### src/hdl/bmc_pkg.sv
`timescale 1ns / 1ps
// ----------------------------------------------------------------------------
// bmc_pkg
// Types, register map, event codes and small helper functions shared by the
// button multi-click detector.
// ----------------------------------------------------------------------------
package bmc_pkg;

   localparam int unsigned CMP_W = 32;

   localparam int unsigned REQ_DATA_W = 24;
   localparam int unsigned RSP_DATA_W = 48;
   localparam int unsigned CSR_ADDR_W = 5;
   localparam int unsigned CSR_DATA_W = 32;

   localparam logic [CMP_W-1:0] DUR_MAX = 32'h00FF_FFFF;

   localparam logic [8:0] COL_SPLIT_1 = 9'd134;
   localparam logic [8:0] COL_SPLIT_2 = 9'd266;
   localparam logic [8:0] ROW_SPLIT_1 = 9'd100;
   localparam logic [8:0] ROW_SPLIT_2 = 9'd200;

   localparam logic [2:0] REG_DEBOUNCE = 3'd0;
   localparam logic [2:0] REG_REPEAT   = 3'd1;
   localparam logic [2:0] REG_TIMEOUT  = 3'd2;
   localparam logic [2:0] REG_LONG_A   = 3'd3;
   localparam logic [2:0] REG_LONG_B   = 3'd4;
   localparam logic [2:0] REG_LONG_C   = 3'd5;
   localparam logic [2:0] REG_LONG_D   = 3'd6;
   localparam logic [2:0] REG_ACTIVE   = 3'd7;

   localparam logic [3:0] EV_HOLD_BASE       = 4'd0;
   localparam logic [3:0] EV_CLICK_LONG_BASE = 4'd4;
   localparam logic [3:0] EV_SINGLE          = 4'd8;
   localparam logic [3:0] EV_DOUBLE          = 4'd9;
   localparam logic [3:0] EV_TRIPLE          = 4'd10;
   localparam logic [3:0] EV_QUAD            = 4'd11;

   typedef enum logic [3:0] {
      PH_IDLE         = 4'd0,
      PH_PRESS_DEB    = 4'd1,
      PH_HELD         = 4'd2,
      PH_REL_DEB      = 4'd3,
      PH_WAIT_NEXT    = 4'd4,
      PH_NEXT_DEB     = 4'd5,
      PH_NEXT_HELD    = 4'd6,
      PH_NEXT_REL_DEB = 4'd7,
      PH_END_RUN      = 4'd8
   } phase_type;

   typedef struct packed {
      logic [15:0] debounce_ticks;
      logic [15:0] repeat_interval_ticks;
      logic [15:0] press_timeout_ticks;
      logic [23:0] long_a_ticks;
      logic [23:0] long_b_ticks;
      logic [23:0] long_c_ticks;
      logic [23:0] long_d_ticks;
      logic        active_level_high;
   } cfg_type;

   typedef struct packed {
      logic [8:0] touch_y;
      logic [8:0] touch_x;
      logic       pin_raw;
   } item_type;

   typedef struct packed {
      logic        last_of_step;
      logic        run_finished;
      logic [7:0]  clicks_counted;
      logic [23:0] press_duration;
      logic [3:0]  button_number;
      logic [3:0]  event_code;
   } result_type;

   typedef struct packed {
      logic       valid;
      logic [3:0] code;
   } class_type;

   function automatic logic [3:0] cell_of(logic [8:0] x, logic [8:0] y);
      logic [3:0] col;
      logic [3:0] row3;
      col  = (x < COL_SPLIT_1) ? 4'd0 : ((x < COL_SPLIT_2) ? 4'd1 : 4'd2);
      row3 = (y < ROW_SPLIT_1) ? 4'd0 : ((y < ROW_SPLIT_2) ? 4'd3 : 4'd6);
      return row3 + col + 4'd1;
   endfunction

   function automatic class_type classify(logic [CMP_W-1:0] d, logic [7:0] count,
                                          cfg_type cfg);
      logic       lv;
      logic [3:0] lc;
      class_type  r;
      logic [CMP_W-1:0] a;
      logic [CMP_W-1:0] b;
      logic [CMP_W-1:0] c;
      logic [CMP_W-1:0] e;
      a  = CMP_W'(cfg.long_a_ticks);
      b  = CMP_W'(cfg.long_b_ticks);
      c  = CMP_W'(cfg.long_c_ticks);
      e  = CMP_W'(cfg.long_d_ticks);
      lv = 1'b1;
      lc = 4'd0;
      priority if (d >= a && d < b) begin
         lc = 4'd0;
      end else if (d >= b && d < c) begin
         lc = 4'd1;
      end else if (d >= c && d < e) begin
         lc = 4'd2;
      end else if (d >= e) begin
         lc = 4'd3;
      end else begin
         lv = 1'b0;
      end
      r.valid = 1'b1;
      r.code  = EV_SINGLE;
      unique case (count)
         8'd0: begin
            r.valid = lv;
            r.code  = EV_HOLD_BASE + lc;
         end
         8'd1: r.code = lv ? (EV_CLICK_LONG_BASE + lc) : EV_SINGLE;
         8'd2: r.code = EV_DOUBLE;
         8'd3: r.code = EV_TRIPLE;
         8'd4: r.code = EV_QUAD;
         default: r.valid = 1'b0;
      endcase
      return r;
   endfunction

endpackage

### src/hdl/button_multi_click_detector.sv
`timescale 1ns / 1ps
// ----------------------------------------------------------------------------
// button_multi_click_detector
// Debounces a button pin sampled once per tick, counts clicks and reports
// single to quad clicks, graded long presses, hold repeats and run end.
//
//   Channel  Dir  Handshake              Payload
//   req_*    in   tvalid/tready          tick word: pin level, touch point
//   rsp_*    out  tvalid/tready/tlast    report word, tlast on last of tick
//   csr_*    in   psel/penable/pready    eight registers at byte address 4*i
//
// A tick word is registered, processed when it fires, and its reports land
// in a two-entry output register; one word per cycle is taken unless stalled.
// A tick causing two reports fires only when the output stage is empty after
// that cycle's pop, so behind an earlier two-report tick it waits for both.
// The output stage decides stalls: a word is processed once its reports fit.
// Reset (synchronous, active high) restores config, valid flags and the idle state.
// ----------------------------------------------------------------------------
module button_multi_click_detector
   import bmc_pkg::*;
#(
   parameter int unsigned TIME_WIDTH = 24
) (
   input  logic                  clock,
   input  logic                  reset,
   input  logic                  req_tvalid,
   output logic                  req_tready,
   // pin_raw [0], touch_x [9:1], touch_y [18:10]
   input  logic [REQ_DATA_W-1:0] req_tdata,
   output logic                  rsp_tvalid,
   input  logic                  rsp_tready,
   // event_code [3:0], button_number [7:4], press_duration [31:8],
   // clicks_counted [39:32], run_finished [40]
   output logic [RSP_DATA_W-1:0] rsp_tdata,
   output logic                  rsp_tlast,
   input  logic                  csr_psel,
   input  logic                  csr_penable,
   input  logic                  csr_pwrite,
   input  logic [CSR_ADDR_W-1:0] csr_paddr,
   input  logic [CSR_DATA_W-1:0] csr_pwdata,
   output logic [CSR_DATA_W-1:0] csr_prdata,
   output logic                  csr_pready
);

   cfg_type    cfg_ff, cfg_in;
   logic [2:0] csr_index;
   logic       csr_write;

   logic       in_valid_ff, in_valid_in;
   item_type   in_item_ff, in_item_in;
   logic       accept;
   logic       fire;

   result_type step_result;
   logic [1:0] step_count;

   result_type slot0_ff, slot0_in;
   result_type slot1_ff, slot1_in;
   logic       v0_ff, v0_in;
   logic       v1_ff, v1_in;
   logic       pop;
   logic [1:0] remain;
   logic [1:0] add;
   logic [2:0] total;
   result_type keep0;
   result_type res_first;

   assign csr_pready = 1'b1;
   assign csr_index  = csr_paddr[4:2];
   assign csr_write  = csr_psel && csr_penable && csr_pwrite && csr_pready;

   always_comb begin
      cfg_in = cfg_ff;
      if (csr_write) begin
         unique case (csr_index)
            REG_DEBOUNCE: cfg_in.debounce_ticks        = csr_pwdata[15:0];
            REG_REPEAT:   cfg_in.repeat_interval_ticks = csr_pwdata[15:0];
            REG_TIMEOUT:  cfg_in.press_timeout_ticks   = csr_pwdata[15:0];
            REG_LONG_A:   cfg_in.long_a_ticks          = csr_pwdata[23:0];
            REG_LONG_B:   cfg_in.long_b_ticks          = csr_pwdata[23:0];
            REG_LONG_C:   cfg_in.long_c_ticks          = csr_pwdata[23:0];
            REG_LONG_D:   cfg_in.long_d_ticks          = csr_pwdata[23:0];
            REG_ACTIVE:   cfg_in.active_level_high     = csr_pwdata[0];
            default:      cfg_in = cfg_ff;
         endcase
      end
   end

   always_comb begin
      unique case (csr_index)
         REG_DEBOUNCE: csr_prdata = CSR_DATA_W'(cfg_ff.debounce_ticks);
         REG_REPEAT:   csr_prdata = CSR_DATA_W'(cfg_ff.repeat_interval_ticks);
         REG_TIMEOUT:  csr_prdata = CSR_DATA_W'(cfg_ff.press_timeout_ticks);
         REG_LONG_A:   csr_prdata = CSR_DATA_W'(cfg_ff.long_a_ticks);
         REG_LONG_B:   csr_prdata = CSR_DATA_W'(cfg_ff.long_b_ticks);
         REG_LONG_C:   csr_prdata = CSR_DATA_W'(cfg_ff.long_c_ticks);
         REG_LONG_D:   csr_prdata = CSR_DATA_W'(cfg_ff.long_d_ticks);
         REG_ACTIVE:   csr_prdata = CSR_DATA_W'(cfg_ff.active_level_high);
         default:      csr_prdata = '0;
      endcase
   end

   assign pop    = v0_ff && rsp_tready;
   assign remain = {1'b0, v0_ff} + {1'b0, v1_ff} - {1'b0, pop};
   assign fire   = in_valid_ff && ((3'(remain) + 3'(step_count)) <= 3'd2);
   assign add    = fire ? step_count : 2'd0;
   assign total  = 3'(remain) + 3'(add);

   assign req_tready = !in_valid_ff || fire;
   assign accept     = req_tvalid && req_tready;

   always_comb begin
      in_valid_in = in_valid_ff;
      in_item_in  = in_item_ff;
      if (accept) begin
         in_valid_in = 1'b1;
         in_item_in  = item_type'(req_tdata[18:0]);
      end else if (fire) begin
         in_valid_in = 1'b0;
      end
   end

   bmc_step #(
      .TIME_WIDTH (TIME_WIDTH)
   ) u_step (
      .clock        (clock),
      .reset        (reset),
      .fire         (fire),
      .item         (in_item_ff),
      .cfg          (cfg_ff),
      .result       (step_result),
      .result_count (step_count)
   );

   always_comb begin
      keep0                  = pop ? slot1_ff : slot0_ff;
      res_first              = step_result;
      res_first.last_of_step = (add == 2'd1);
      slot0_in = (remain != 2'd0) ? keep0 : res_first;
      slot1_in = (remain == 2'd2) ? slot1_ff : step_result;
      v0_in    = (total != 3'd0);
      v1_in    = (total == 3'd2);
   end

   assign rsp_tvalid = v0_ff;
   assign rsp_tlast  = slot0_ff.last_of_step;
   assign rsp_tdata  = {7'd0, slot0_ff.run_finished, slot0_ff.clicks_counted,
                        slot0_ff.press_duration, slot0_ff.button_number,
                        slot0_ff.event_code};

   always_ff @(posedge clock) begin
      if (reset) begin
         cfg_ff.debounce_ticks        <= 16'd50;
         cfg_ff.repeat_interval_ticks <= 16'd1000;
         cfg_ff.press_timeout_ticks   <= 16'd400;
         cfg_ff.long_a_ticks          <= 24'd2000;
         cfg_ff.long_b_ticks          <= 24'd5000;
         cfg_ff.long_c_ticks          <= 24'd10000;
         cfg_ff.long_d_ticks          <= 24'd20000;
         cfg_ff.active_level_high     <= 1'b1;
         in_valid_ff                  <= 1'b0;
         v0_ff                        <= 1'b0;
         v1_ff                        <= 1'b0;
      end else begin
         cfg_ff      <= cfg_in;
         in_valid_ff <= in_valid_in;
         v0_ff       <= v0_in;
         v1_ff       <= v1_in;
      end
   end

   always_ff @(posedge clock) begin
      in_item_ff <= in_item_in;
      slot0_ff   <= slot0_in;
      slot1_ff   <= slot1_in;
   end

   a_slot_order: assert property (@(posedge clock) disable iff (reset)
      v1_ff |-> v0_ff)
      else $error("second output slot valid without first");

   a_slot_advance: assert property (@(posedge clock) disable iff (reset)
      (v0_ff && v1_ff && rsp_tready) |=> v0_ff)
      else $error("queued report lost on pop");

   a_pair_queued: assert property (@(posedge clock) disable iff (reset)
      (rsp_tvalid && !rsp_tlast) |-> v1_ff)
      else $error("non-last report without its partner queued");

endmodule

### src/hdl/bmc_step.sv
`timescale 1ns / 1ps
// ----------------------------------------------------------------------------
// bmc_step
// Click state machine with its tick counters; processes one tick word per
// fire and presents up to two identical reports for that tick.
// ----------------------------------------------------------------------------
module bmc_step
   import bmc_pkg::*;
#(
   parameter int unsigned TIME_WIDTH = 24
) (
   input  logic       clock,
   input  logic       reset,
   input  logic       fire,
   input  item_type   item,
   input  cfg_type    cfg,
   output result_type result,
   output logic [1:0] result_count
);

   phase_type             phase_ff, phase_in;
   logic                  press_pend_ff, press_pend_in;
   logic                  rel_pend_ff, rel_pend_in;
   logic                  prev_pin_ff, prev_pin_in;
   logic [TIME_WIDTH-1:0] tip_ff, tip_in;
   logic [TIME_WIDTH-1:0] tsp_ff, tsp_in;
   logic [TIME_WIDTH-1:0] tsr_ff, tsr_in;
   logic [7:0]            clicks_ff, clicks_in;

   logic                  act;
   logic                  press_pend;
   logic                  rel_pend;
   logic                  rel_cond;
   logic [TIME_WIDTH-1:0] tip, tsp, tsr;
   logic [CMP_W-1:0]      tip_w, tsp_w, tsr_w;
   logic                  deb_tip, deb_tsp, timeout_hit, repeat_due;
   logic                  emit_a, emit_b, finished;
   logic [7:0]            clicks_inc;
   class_type             cls;

   assign act        = (item.pin_raw == cfg.active_level_high);
   assign press_pend = (item.pin_raw != prev_pin_ff) ? act : press_pend_ff;
   assign rel_pend   = (item.pin_raw != prev_pin_ff) ? !act : rel_pend_ff;
   assign rel_cond   = rel_pend || !act;

   assign tip = (tip_ff == '1) ? tip_ff : tip_ff + TIME_WIDTH'(1);
   assign tsp = (tsp_ff == '1) ? tsp_ff : tsp_ff + TIME_WIDTH'(1);
   assign tsr = (tsr_ff == '1) ? tsr_ff : tsr_ff + TIME_WIDTH'(1);

   assign tip_w = CMP_W'(tip);
   assign tsp_w = CMP_W'(tsp);
   assign tsr_w = CMP_W'(tsr);

   assign deb_tip     = tip_w >= CMP_W'(cfg.debounce_ticks);
   assign deb_tsp     = tsp_w >= CMP_W'(cfg.debounce_ticks);
   assign timeout_hit = tip_w >= CMP_W'(cfg.press_timeout_ticks);
   assign repeat_due  = tsr_w >= CMP_W'(cfg.repeat_interval_ticks);
   assign clicks_inc  = (clicks_ff == 8'hFF) ? clicks_ff : clicks_ff + 8'd1;

   always_comb begin
      phase_in = phase_ff;
      unique case (phase_ff)
         PH_IDLE:         if (press_pend) phase_in = PH_PRESS_DEB;
         PH_PRESS_DEB:    if (deb_tsp) phase_in = act ? PH_HELD : PH_END_RUN;
         PH_HELD:         if (rel_cond) phase_in = PH_REL_DEB;
         PH_REL_DEB,
         PH_NEXT_REL_DEB: if (deb_tip) phase_in = PH_WAIT_NEXT;
         PH_WAIT_NEXT: begin
            priority if (press_pend) phase_in = PH_NEXT_DEB;
            else if (timeout_hit) phase_in = PH_END_RUN;
         end
         PH_NEXT_DEB:     if (deb_tip) phase_in = act ? PH_NEXT_HELD : PH_WAIT_NEXT;
         PH_NEXT_HELD:    if (rel_cond) phase_in = PH_NEXT_REL_DEB;
         default:         phase_in = PH_IDLE;
      endcase
   end

   always_comb begin
      press_pend_in = press_pend;
      rel_pend_in   = rel_pend;
      prev_pin_in   = item.pin_raw;
      tip_in        = tip;
      tsp_in        = tsp;
      tsr_in        = tsr;
      clicks_in     = clicks_ff;
      emit_a        = 1'b0;
      emit_b        = 1'b0;
      finished      = 1'b0;
      unique case (phase_ff)
         PH_IDLE: begin
            if (press_pend) begin
               press_pend_in = 1'b0;
               tip_in        = '0;
               tsp_in        = '0;
               tsr_in        = '0;
            end
         end
         PH_PRESS_DEB, PH_REL_DEB, PH_NEXT_DEB, PH_NEXT_REL_DEB: begin
         end
         PH_HELD: begin
            if (rel_cond) begin
               rel_pend_in = 1'b0;
               clicks_in   = clicks_inc;
               emit_a      = 1'b1;
               tip_in      = '0;
            end
            if (repeat_due) begin
               tsr_in = '0;
               emit_b = 1'b1;
            end
         end
         PH_WAIT_NEXT: begin
            priority if (press_pend) begin
               press_pend_in = 1'b0;
               tip_in        = '0;
            end else if (timeout_hit) begin
               emit_a   = 1'b1;
               finished = 1'b1;
            end
         end
         PH_NEXT_HELD: begin
            if (rel_cond) begin
               rel_pend_in = 1'b0;
               clicks_in   = clicks_inc;
               emit_a      = 1'b1;
               tip_in      = '0;
            end
         end
         default: clicks_in = 8'd0;
      endcase
   end

   assign cls = classify(tsp_w, clicks_in, cfg);

   always_comb begin
      result.event_code     = cls.code;
      result.button_number  = cell_of(item.touch_x, item.touch_y);
      result.press_duration = (tsp_w > DUR_MAX) ? DUR_MAX[23:0] : tsp_w[23:0];
      result.clicks_counted = clicks_in;
      result.run_finished   = finished;
      result.last_of_step   = 1'b1;
      result_count = {1'b0, emit_a && cls.valid} + {1'b0, emit_b && cls.valid};
   end

   always_ff @(posedge clock) begin
      if (reset) begin
         phase_ff      <= PH_IDLE;
         press_pend_ff <= 1'b0;
         rel_pend_ff   <= 1'b0;
         prev_pin_ff   <= 1'b0;
         tip_ff        <= '0;
         tsp_ff        <= '0;
         tsr_ff        <= '0;
         clicks_ff     <= 8'd0;
      end else if (fire) begin
         phase_ff      <= phase_in;
         press_pend_ff <= press_pend_in;
         rel_pend_ff   <= rel_pend_in;
         prev_pin_ff   <= prev_pin_in;
         tip_ff        <= tip_in;
         tsp_ff        <= tsp_in;
         tsr_ff        <= tsr_in;
         clicks_ff     <= clicks_in;
      end
   end

   a_idle_no_clicks: assert property (@(posedge clock) disable iff (reset)
      phase_ff == PH_IDLE |-> clicks_ff == 8'd0)
      else $error("click count not cleared in idle phase");

   a_first_hold_no_clicks: assert property (@(posedge clock) disable iff (reset)
      phase_ff == PH_HELD |-> clicks_ff == 8'd0)
      else $error("clicks counted before first release");

endmodule

### config.mk
export PLATFORM = sky130hd
export DESIGN_NAME = button_multi_click_detector
export DESIGN_NICKNAME = d
export VERILOG_FILES = /design/src/hdl/bmc_pkg.sv /design/src/hdl/button_multi_click_detector.sv /design/src/hdl/bmc_step.sv
export SDC_FILE = /design/constraint.sdc
export NUM_CORES = 1
export LEC_CHECK = 0
export BUFFER_PORTS_ARGS = -buffer_cell sky130_fd_sc_hd__buf_4
export CORE_MARGIN = 2
export CORE_UTILIZATION = 51
export CTS_BUF_LIST = sky130_fd_sc_hd__clkbuf_16
export DETAILED_ROUTE_END_ITERATION = 6
export MAX_ROUTING_LAYER = met4
export PLACE_DENSITY = 0.66
export SETUP_SLACK_MARGIN = 0.3
export SLEW_MARGIN = 20
export SYNTH_ARGS = -nofsm -noshare
export SYNTH_HDL_FRONTEND = slang
export SYNTH_SLANG_ARGS = --single-unit
### constraint.sdc
create_clock -name clock -period 9.3 [get_ports clock]
set_input_delay 0.465 -clock clock [delete_from_list [all_inputs] [get_ports clock]]
set_output_delay 0.465 -clock clock [all_outputs]
set_load 0.005 [all_outputs]
* Word level (Yosys, flattened, before mapping)
Cells that the tools add are included.
** Cells by class
- Add/sub/neg operators :: 12
- $lt $le $gt $ge :: 17
- Muxes and demuxes :: 59
- Reduce and logical (&&, ||, !) cells :: 34
- Equality and inequality tests :: 35
** Operators by type and width (number)
- case mux 32 bit (8 select lines) :: 1
- 2-to-1 mux 24 bit :: 10
- >= comparator 24 x 16 -> 1 bit :: 4
- >= comparator 24 bit :: 4
- case mux 24 bit (2 select lines) :: 2
- 2-to-1 mux 42 bit :: 2
- adder 24 x 1 -> 24 bit (second input constant) :: 3
- equality test 24 bit (second input constant) :: 3
- less-than comparator 24 bit :: 3
- 2-to-1 mux 4 bit :: 15
- case mux 4 bit (7 select lines) :: 1
- > comparator 24 bit (second input constant) :: 1
- case mux 4 bit (5 select lines) :: 1
- less-than comparator 9 x 8 -> 1 bit (second input constant) :: 2
- 2-to-1 mux 1 bit :: 17
- equality test 4 x 3 -> 1 bit (second input constant) :: 4
- equality test 8 x 2 -> 1 bit (second input constant) :: 2
- 2-to-1 mux 8 bit :: 2
- case mux 8 bit (2 select lines) :: 1
- AND reduction 2 bit :: 8
- equality test 3 bit (second input constant) :: 4
- != test 2 x 1 -> 1 bit (second input constant) :: 6
- logical AND 1 bit :: 10
- equality test 3 x 2 -> 1 bit (second input constant) :: 3
- 36 further kinds :: 48
** Storage, ports and cells
- Word-level logic and storage cells :: 190
- Register bits after elaboration :: 337

* Logic depth before layout (Yosys ltp)
- Word-level depth :: 17
- Gate-level depth with buffers :: 31

* Modules after synthesis
From an unflattened synthesis, not the netlist that was laid out.
** Second synthesis, totals
- Cell total of the unflattened synthesis :: 2372
- Area, all modules :: 20628.5 µm²
** Modules (own cells, without submodules)
- bmc_step :: cells an instance 1372, seq. area each 1741.7 µm², times used 1, area each 10406.2 µm²
- button_multi_click_detector :: cells an instance 1000, seq. area each 6055.8 µm², times used 1, area each 10222.3 µm²

* Least setup slack after synthesis
Ideal clock, no wire load.
- Path type :: reg-to-reg
- Start point :: reg u_step.tsp_ff[5]
- End point :: reg v1_ff
- Path buffers :: 3
- Cell stages (with the launch flop) :: 28
- Path slack :: 2.385 ns
- Arrival :: 6.819 ns
- Required time :: 9.204 ns
- Cell sequence :: dfxtp_1 -> nand4_2 -> nor4_2 -> o2111ai_2 -> nor2_1 -> xor2_1 -> ha_1 -> nand4_1 -> nor4_1 -> a311o_1 -> nor4_1 -> nand3_1 -> nor4_1 -> a211o_1 -> nor4_1 -> ha_1 -> ha_1 -> inv_1 -> fa_1 -> o21ai_0 -> inv_1 -> and2_1 -> clkbuf_1 -> clkbuf_1 -> buf_1 -> nand2_1 -> fa_1 -> nor4b_1
** Between the ends
- Word-level cells in the longest chain between the ends :: 16
- Elaborated cells on any way between the ends :: 27
- Those cells by class :: add/sub: 4; order compare: 8; eq/ne: 2; mux: 7; reduce/logical: 6
** RTL lines
- start: declaration :: RTL line bmc_step.sv:26 : logic [TIME_WIDTH-1:0] tsp_ff, tsp_in;
- start signal: assignment :: RTL line bmc_step.sv:161 : tsp_ff <= tsp_in;
- adder 24 x 1 -> 24 bit / equality test 24 bit (equally long branches) :: RTL line bmc_step.sv:47 : assign tsp = (tsp_ff == '1) ? tsp_ff : tsp_ff + TIME_WIDTH'(1);
- 2-to-1 mux 24 bit (*) :: RTL line bmc_step.sv:47
- >= comparator 24 bit, or another cell as far along :: RTL line bmc_pkg.sv:111 : end else if (d >= e) begin
- 2-to-1 mux 1 bit / logical AND 1 bit (equally long branches) :: RTL line bmc_pkg.sv:111, bmc_pkg.sv:109
- 2-to-1 mux 1 bit :: RTL line bmc_pkg.sv:109 : end else if (d >= c && d < e) begin
- 2-to-1 mux 1 bit :: RTL line bmc_pkg.sv:107 : end else if (d >= b && d < c) begin
- 2-to-1 mux 1 bit (*) :: RTL line bmc_pkg.sv:105 : priority if (d >= a && d < b) begin
- case mux 1 bit (2 select lines) (*) :: RTL line bmc_pkg.sv:118 : unique case (count)
- logical AND 1 bit :: RTL line bmc_step.sv:142 : result_count = {1'b0, emit_a && cls.valid} + {1'b0, emit_b && cls.valid};
- adder 1 x 1 -> 2 bit (*) :: RTL line bmc_step.sv:142
- adder 2 x 2 -> 3 bit :: RTL line button_multi_click_detector.sv:105 : assign fire = in_valid_ff && ((3'(remain) + 3'(step_count)) <= 3'd2);
- <= comparator 3 x 2 -> 1 bit :: RTL line button_multi_click_detector.sv:105
- logical AND 1 bit :: RTL line button_multi_click_detector.sv:105
- 2-to-1 mux 2 bit (*) :: RTL line button_multi_click_detector.sv:106 : assign add = fire ? step_count : 2'd0;
- adder 2 x 2 -> 3 bit (*) :: RTL line button_multi_click_detector.sv:107 : assign total = 3'(remain) + 3'(add);
- equality test 3 x 2 -> 1 bit (*) :: RTL line button_multi_click_detector.sv:142 : v1_in = (total == 3'd2);
- end signal: assignment :: RTL line button_multi_click_detector.sv:168 : v1_ff <= v1_in;
- end: declaration :: RTL line button_multi_click_detector.sv:60 : logic v1_ff, v1_in;
Every way passes the cells marked *; elsewhere a longest branch is shown, timed or not.
A chain may end at the register's enable or synchronous reset.

* Worst setup path after layout
- Start point :: reg u_step.tsp_ff[3]
- End point :: reg u_step.phase_ff[1]
** Between the ends
- Word-level cells in the longest chain between the ends :: 14
- Elaborated cells on any way between the ends :: 27
- Those cells by class :: add/sub: 3; order compare: 9; eq/ne: 2; mux: 6; reduce/logical: 7
** RTL lines
- adder 24 x 1 -> 24 bit / equality test 24 bit (equally long branches) :: RTL line bmc_step.sv:47
- 2-to-1 mux 24 bit (*) :: RTL line bmc_step.sv:47
- >= comparator 24 bit, or another cell as far along :: RTL line bmc_pkg.sv:111
- 2-to-1 mux 1 bit / logical AND 1 bit (equally long branches) :: RTL line bmc_pkg.sv:111, bmc_pkg.sv:109
- 2-to-1 mux 1 bit :: RTL line bmc_pkg.sv:109
- 2-to-1 mux 1 bit :: RTL line bmc_pkg.sv:107
- 2-to-1 mux 1 bit :: RTL line bmc_pkg.sv:105
- case mux 1 bit (2 select lines) :: RTL line bmc_pkg.sv:118
- logical AND 1 bit :: RTL line bmc_step.sv:142
- adder 1 x 1 -> 2 bit :: RTL line bmc_step.sv:142
- adder 2 x 2 -> 3 bit :: RTL line button_multi_click_detector.sv:105
- <= comparator 3 x 2 -> 1 bit :: RTL line button_multi_click_detector.sv:105
- logical AND 1 bit :: RTL line button_multi_click_detector.sv:105
- AND reduction 8 bit (no source line) (*)
- end signal: assignment :: RTL line bmc_step.sv:156 : phase_ff <= phase_in;
- end: declaration :: RTL line bmc_step.sv:21 : phase_type phase_ff, phase_in;
Marked as above.

==> impl_metrics.json <==
{
  "status": "complete, no violations",
  "die_area_um2": 41100,
  "hold_class": "input pin to flop",
  "clk_pin_slew_ns": 0.06,
  "setup_tns_ns": 0,
  "yosysMostFrequentCell": "nand2_1",
  "critPathMaxFanout": 8,
  "synthTopCellsByCount": "nand2_1, dfxtp_1, a21oi_1",
  "final.setup_skew_ns": 0.0289,
  "cts_made_buffers": 38,
  "avgRoutedWirePerCell_um": 19.3,
  "cp-start-kind": "flop",
  "synth-edff-count": 99,
  "initial_core_util_pct": 51.8,
  "met3_usage_pct": 3.82,
  "io_pins": 152,
  "synth_top_cell_by_area": "dfxtp_1",
  "async_reset_ff_share_pct": 0,
  "p_sw_mw": 0.987,
  "maxCapViolations": 0,
  "crit_path_end_kind": "flop",
  "drt_first_pass_iters": 5,
  "syn_area_um2": 20100,
  "rows": 72,
  "post-route-period-util_pct": 85.9,
  "syn2layout_area_growth_pct": 11.9,
  "post_cts_resized": 0,
  "cts_hold_buffers": 0,
  "ir_drop_uv": 112,
  "seqPwrFrac_pct": 46.9,
  "ys.flop_type": "dfxtp_1",
  "pre_cts_ws_ns": 1.50,
  "yosys_register_bits": 334,
  "yosysWarnings": 0,
  "post_cts.repair.setup_buffers": 0,
  "vias_per_cell": 5.81,
  "worstReg2RegStart": "u_step.tsp_ff[3]$_SDFFE_PP0N_",
  "crit_start": "u_step.tsp_ff[3]$_SDFFE_PP0N_",
  "wirelength_um": 58100,
  "final-setup-viol-count": 0,
  "fmax_mhz": 125,
  "clock_latency_ns": 0.56,
  "power.density_nw_per_um2": 164,
  "finalCriticalPeriod_ns": 7.99,
  "track_usage_pct": 28.8,
  "slew_headroom_pct": 26.1,
  "grt_max_degree": 133,
  "power_frac_comb_pct": 14.6,
  "clkPwrFrac_pct": 38.5,
  "io_buffers": 117,
  "drc": 0,
  "p_leak_nw": 9.43,
  "synth_seq_area_share_pct": 38.2,
  "cts_tree": "yes",
  "switching_share_pct": 26.7,
  "netlist.area_leader.share_pct": 23.4,
  "rsz0062_at_grt": "no",
  "die_w_um": 203,
  "cp_data_arrival_time_ns": 8.45,
  "grt_pass1_wl_um": 90700,
  "synth_area_leaders": "dfxtp_1, edfxtp_1, ha_1",
  "fin_ws_ns": 1.31,
  "ant_nets": 0,
  "htree_levels": 2,
  "p_int_mw": 2.71,
  "nets": 2714,
  "use_met2_pct": 45.8,
  "cts_num_sinks": 334,
  "via_count": 17500,
  "antenna_found_initial": 0,
  "hold_viol": 0,
  "grt_pass1_vias": 16400,
  "synth.distinct_cells": 78,
  "dp_hpwl_um": 41500,
  "worstSetupPathType": "flop to flop",
  "coreArea_um2": 38800,
  "total_power_mw": 3.70,
  "drt_iter0_markers": 1392,
  "grt-ovfl-total": 0,
  "tightest_slew_ns": 1.11,
  "place_congestion": 0.917,
  "crit_required_ns": 9.76,
  "met1_usage_pct": 38.3,
  "clock_path_buffers": 3,
  "num-fill-cells": 3578,
  "synthCells": 2419,
  "hp-start": "req_tdata[6]",
  "drive_gt1_share_pct": 9.84,
  "syn_avg_cell_area_um2": 8.32,
  "cts-root-buf": "clkbuf_16",
  "drv_slew": 0,
  "die_h_um": 203,
  "holdWs_ns": 0.0809,
  "grt-busiest-layer": "met2"
}
[logic make-up after synthesis]
| logic type | after synthesis | share of synthesized area, % |
|---|---|---|
| AND/OR/NAND/NOR | 915 | 20.6 |
| AO/OA/AOI/OAI | 526 | 16.4 |
| flip-flops | 334 | 38.2 |
| buffers and inverters | 322 | 6.39 |
| adder cells (fa/ha/maj) | 174 | 10.9 |
| XOR/XNOR | 92 | 4.04 |
| multiplexers | 54 | 3.44 |
| other | 2 | 0.0373 |
[sequential cells by signal, indices dropped and copies added (netlist names)]
signal	count
cfg_ff	145
rsp_tdata	41
slot1_ff	41
u_step.tip_ff	24
u_step.tsp_ff	24
u_step.tsr_ff	24
in_item_ff	16
u_step.clicks_ff	8
u_step.phase_ff	4
in_valid_ff	1
rsp_tlast	1
rsp_tvalid	1
u_step.press_pend_ff	1
u_step.prev_pin_ff	1
u_step.rel_pend_ff	1
v1_ff	1
[power groups by stage]
stage | sequential, mW | clock [mW] | combinational [mW]
after CTS | 1.74 | 1.45 | 0.542
final | 1.73 | 1.43 | 0.540
after global placement | 1.76 | 0 | 0.534
after floorplan | 1.77 | 0 | 0.266
after detailed placement | 1.77 | 0 | 0.539
after global routing | 1.75 | 1.51 | 0.587
[path summary, 6_finish.rpt]
kind              cells past startpoint  slack (ns)                               to
hold / removal                        1        0.08          in_item_ff[6]$_DFFE_PP_
setup / recovery                     27        1.31  u_step.phase_ff[1]$_SDFFE_PP0P_
setup reg to reg                     27        1.31  u_step.phase_ff[1]$_SDFFE_PP0P_
hold reg to reg                       2        0.46         cfg_ff[127]$_SDFFE_PP0P_
[layout by cell type (no fill, tap or decap), types with 17 or more instances in the layout]
cell type | netlist | final
nor3_1 | 39 | 37
clkbuf_16 | 0 | 39
nand4_1 | 49 | 49
inv_1 | 173 | 183
buf_4 | 16 | 146
and4_1 | 17 | 17
nand2_1 | 440 | 439
nand3_1 | 37 | 36
xor2_1 | 39 | 39
mux2i_1 | 32 | 32
a21oi_1 | 215 | 215
ha_1 | 171 | 171
o21ai_0 | 78 | 78
xnor2_1 | 52 | 52
a22oi_1 | 34 | 34
dfxtp_1 | 235 | 235
a211o_1 | 39 | 39
a21o_1 | 42 | 42
nor2_1 | 204 | 200
edfxtp_1 | 99 | 99
nor2b_1 | 24 | 24
nor4_1 | 19 | 19
[layout make-up]
type,instances,area [um2],share of cell area [%]
flip-flops and latches,334,7680,34.1
diodes,1,2.50,0.0111
multi-input cells,1777,11300,50.0
repair buffers,147,1110,4.92
clock inverters,28,186,0.828
clock buffers,39,976,4.34
well taps,518,648,2.88
inverters,174,653,2.90
[critical path: stages, from the launching register on]
cell and delay [ns]:
dfxtp_1 0.45, nand4_2 0.28, nor4_2 0.61, o2111ai_2 0.33
nor2_1 0.31, xor2_1 0.45, ha_1 0.24, nand4_1 0.13
nor3_1 0.69, o21ai_0 0.29, nand4_1 0.21, or2_2 0.14
nor4_1 0.05, buf_4 0.15, a211o_1 0.29, nor4_1 0.31
ha_1 0.21, ha_1 0.14, inv_1 0.04, fa_1 0.48
o21ai_0 0.14, inv_1 0.13, and2_1 0.21, o211ai_1 0.22
a211oi_1 0.51, o2bb2ai_2 0.20, or4_1 0.50, a31oi_1 0.16
[per-layer routing]
metal	part of all wire, %	up-vias
met5	0	-
met4	3.1	0
met3	6.8	106
met2	47	619
met1	43	8287
li1	-	8514
[through the flow]
stage	cell area, um2	instances	utilization (%)
5_1_grt	22500	3017	58.0
3_5_place_dp	21300	2950	54.9
4_1_cts	22500	3017	57.9
6_report	22500	3018	58.0
3_3_place_gp	21300	2950	54.9
2_1_floorplan	20200	2433	-
Power figures use the tool's default switching activity.
